<file path="config.mk">
export PLATFORM = sky130hd
export DESIGN_NAME = lcgrl_modstep
export DESIGN_NICKNAME = d
export VERILOG_FILES = /design/src/sv/lcgrl_pkg.sv /design/src/sv/lcgrl_modstep.sv
export SDC_FILE = /design/constraint.sdc
export NUM_CORES = 1
export LEC_CHECK = 0
export ABC_CLOCK_PERIOD_IN_PS = 7000
export BUFFER_PORTS_ARGS = -buffer_cell sky130_fd_sc_hd__buf_2
export CAP_MARGIN = 30
export CORE_MARGIN = 1
export CORE_UTILIZATION = 25
export DETAILED_ROUTE_END_ITERATION = 8
export GPL_TIMING_DRIVEN = 0
export SETUP_SLACK_MARGIN = 0.02
export SYNTH_ARGS = -nofsm -noshare
export SYNTH_HDL_FRONTEND = slang
export SYNTH_SLANG_ARGS = --single-unit
export TNS_END_PERCENT = 50
</file>
<file path="constraint.sdc">
create_clock -name vclk -period 7
set_input_delay 1.4 -clock vclk [all_inputs]
set_output_delay 1.4 -clock vclk [all_outputs]
set_load 0.01 [all_outputs]
</file>
<file path="src/sv/lcgrl_pkg.sv">
// Shared types, constants and register codes for the LCG repeat length finder.
package lcgrl_pkg;

  // Field and port widths
  localparam int SEED_W     = 16;
  localparam int LEN_W      = 15;
  localparam int MULT_W     = 16;
  localparam int INCR_W     = 16;
  localparam int MOD_W      = 15;
  localparam int CFG_IDX_W  = 2;
  localparam int CFG_DATA_W = 16;

  // Default depth of the visited map, the largest usable modulus
  localparam int MODULUS_MAX_DEFAULT = 16384;

  // Register reset values
  localparam logic [MULT_W-1:0] MULT_RESET = 16'd2061;
  localparam logic [INCR_W-1:0] INCR_RESET = 16'd4231;
  localparam logic [MOD_W-1:0]  MOD_RESET  = 15'd10000;

  // Register indexes on the configuration channel
  localparam logic [CFG_IDX_W-1:0] REG_MULTIPLIER = 2'd0;
  localparam logic [CFG_IDX_W-1:0] REG_INCREMENT  = 2'd1;
  localparam logic [CFG_IDX_W-1:0] REG_MODULUS    = 2'd2;

  // Operation select for the shared modular step unit
  typedef struct packed {
    logic dbl;  // double the accumulator (mod m) first
    logic add;  // then add the addend (mod m)
  } lcgrl_op_t;

  // Sequencer states
  typedef enum logic [2:0] {
    ST_IDLE,
    ST_CLEAR,
    ST_RED_A,
    ST_RED_C,
    ST_MUL,
    ST_ADD,
    ST_CHECK,
    ST_FINISH
  } lcgrl_state_t;

endpackage

</file>
<file path="src/sv/lcgrl_modstep.sv">
// Shared modular step unit: acc -> ((dbl ? 2*acc : acc) + addend) mod m.
module lcgrl_modstep #(
  parameter int VW = 14
) (
  input  logic [VW-1:0]         acc,
  input  logic [VW-1:0]         addend,
  input  logic [VW:0]           m,
  input  lcgrl_pkg::lcgrl_op_t  op,
  output logic [VW-1:0]         res
);

  logic [VW:0] dbl_v;
  logic [VW:0] dbl_red;
  logic [VW:0] base;
  logic [VW:0] sum;

  // Double and reduce once; acc < m keeps 2*acc below 2m
  always_comb begin
    dbl_v   = {acc, 1'b0};
    dbl_red = (dbl_v >= m) ? (dbl_v - m) : dbl_v;
    base    = op.dbl ? dbl_red : {1'b0, acc};
  end

  // Add and reduce once; base < m and addend <= m keep the sum below 2m
  always_comb begin
    sum = base + (op.add ? {1'b0, addend} : '0);
    res = (sum >= m) ? VW'(sum - m) : VW'(sum);
  end

endmodule

</file>
==> impl_metrics.json <==
{
  "drt_iter0_drc": 135,
  "slew_headroom": 0.6674,
  "worst_slack_ps": -727.3,
  "finalMaxSlewViolations": 0,
  "synthAdderAreaFrac": 0.2352,
  "coreArea_um2": 9910,
  "final_cell_mix": "54 x buf_2, 44 x buf_4, 34 x nor2_1, 30 x a21oi_1, 29 x nand2_1",
  "leakage_nw": 1.825,
  "place.gp.congestion": 0.9155,
  "yosysUniqueCellTypes": 50,
  "grt_pass1_wl_mm": 14.25,
  "hold_violations": 0,
  "route.vias.total": 3159,
  "status": "finished with violations",
  "layout_min_cycle_time_ps": 7727,
  "synth_top_family_by_area": "compound AO/OA/AOI/OAI gates",
  "tightest_slew_ps": 498.9,
  "critPathRequiredTime_ps": 5600,
  "synthCells": 372,
  "total_power_mw": 0.8009,
  "holdBufCountCts": 0,
  "wl_per_cell_um": 15.09,
  "synth_fp_nets": 464,
  "viasPerCell": 5.153,
  "fill_cells": 1051,
  "regArea_um2": 0,
  "fin_hold_ws_ps": 3394,
  "row_count": 36,
  "syn_area_per_cell_um2": 6.979,
  "synth_top_area_frac": 0.2120,
  "grt-ovfl-total": 0,
  "grt_antenna_before_repair": 0,
  "nFlopsAndLatches": 0,
  "power.density_nw_per_um2": 204.7,
  "io_pins": 59,
  "min_path_type": "in -> out",
  "multi_input_area_um2": 2841,
  "synthMuxAreaShare": 0.05976,
  "drive_gt1_frac": 0.3904,
  "peakVddDrop_mv": 0.1399,
  "crit_type": "in -> out",
  "synth_compound_area_frac": 0.3330,
  "num-nets-final": 573,
  "crit_top_cell": "buf_6",
  "cp-start-kind": "primary input",
  "dieArea_um2": 10800,
  "drt_first_pass_iters": 4,
  "post-route-util": 0.3948,
  "grt_pass1_vias": 2953,
  "setup_viol_count_final": 14,
  "netlist_top_cells_area": "ha_1 21%, a21oi_1 7.1%, xnor2_1 7.1%",
  "crit_path_top_delay_cell": "ha_1",
  "hold_depth": 6,
  "drc": 0,
  "synth.largest_area_cell": "ha_1",
  "grt_max_degree": 11,
  "io_buffers": 59,
  "fmax_mhz": 129.4,
  "cp.arrival_ps": 6330,
  "critPathMaxFanout": 5,
  "drt_wl_total_mm": 9.252,
  "period_share": 1.104,
  "hold_path.startpoint": "addend[0]",
  "drv_cap": 0,
  "area_delta_synth_final_pct": 50.70,
  "slowest_delay_ps": 370,
  "seq_area_frac_synth": 0,
  "hpwlAfterDp_mm": 6.789,
  "hold_end": "res[0]",
  "crit_path_end_kind": "output pin",
  "nClkBuffers": 0,
  "initial_utilization": 0.2620,
  "die_h_um": 103.9,
  "failed_checks": "setup timing",
  "grt.total_usage": 0.1592,
  "synth_xor_area_frac": 0.1113,
  "synth-simple-area-share": 0.2000,
  "synth_area_um2": 2596,
  "synth_warnings": 0,
  "mostFrequentLayoutCell": "buf_2",
  "ant_nets": 0,
  "rsz0062_at_grt": "yes",
  "chipWidth_um": 103.9
}
## cell type report
type	instances	share of cell area
Inverter	26	0.02622
Antenna cell	1	0.0006396
Multi-Input combinational cell	338	0.7263
Tap cell	133	0.04253
Timing Repair Buffer	108	0.1877
Buffer	7	0.01663
## synth_stat cells, drive strengths merged, types with 5 or more instances
cell type,count
ha,44
a21oi,40
nor2,37
nand2,32
o21ai,28
inv,26
xnor2,21
a21o,17
and2,14
o21a,12
xor2,12
mux2i,11
a31oi,6
clkbuf,5
nand4,5
nor2b,5
## cells by family (layout without fill, tap and decap cells)
kind of cell / count (synthesis) / count (layout)
AOI/OAI and AO/OA: 130 / 131
xor gates and xnor gates: 33 / 33
muxes: 15 / 15
and+or+nand+nor: 112 / 112
buffers and inverters: 35 / 141
other: 0 / 1
adders and majority gates: 47 / 47
## per-stage QoR
stage | setup TNS (ps) | cell area, um^2 | cells | setup slack [ps]
final | -9665 | 3913 | 613 | -727.3
after global placement | -15440 | 3095 | 564 | -1181
after detailed placement | -16390 | 3095 | 564 | -1240
after CTS | -11020 | 3547 | 589 | -808.2
after global routing | -12750 | 3910 | 612 | -951.2
after floorplan | -3188 | 2634 | 372 | -257.7
## worst max-delay path: cells and delay by family
family	cells	cell delay, ps
XOR/XNOR	1	100
AND/OR/NAND/NOR	4	400
multiplexers	1	260
AO/OA/AOI/OAI	13	2200
adder cells (fa/ha/maj)	3	840
buffers and inverters	8	1100
## worst max-delay path by stage
stage,startpoint,end,slack [ps],cells after the start
floorplan,m[1],res[10],-260,24
global placement,m[1],res[12],-1180,26
detailed placement,m[1],res[12],-1240,26
CTS,m[1],res[4],-810,28
global route,m[3],res[2],-950,30
finish,m[5],res[5],-730,30
## metal layers
metal  share of wire  GRT usage  wire length [um]
met5               0          0                 0
met4           0.011   0.009184               104
met3           0.056   0.009398               519
met2            0.45     0.2786              4202
met1            0.48     0.2232              4426
## repair_timing
item,4_1_cts,5_1_grt
gates cloned,3,1
pin swaps,26,38
gates resized for setup,52,41
endpoints found under the setup margin,14,14
setup buffers,23,23
## where the power goes
part              total (mW)  switching [mW]   internal, mW  leakage [nW]
Clock          0.00000000756               0  0.00000000755    0.00000634
Combinational          0.801           0.411          0.390          1.83
Sequential                 0               0              0             0
Total                  0.801           0.411          0.390          1.83
Note: power is estimated with default switching activity, not from simulation.
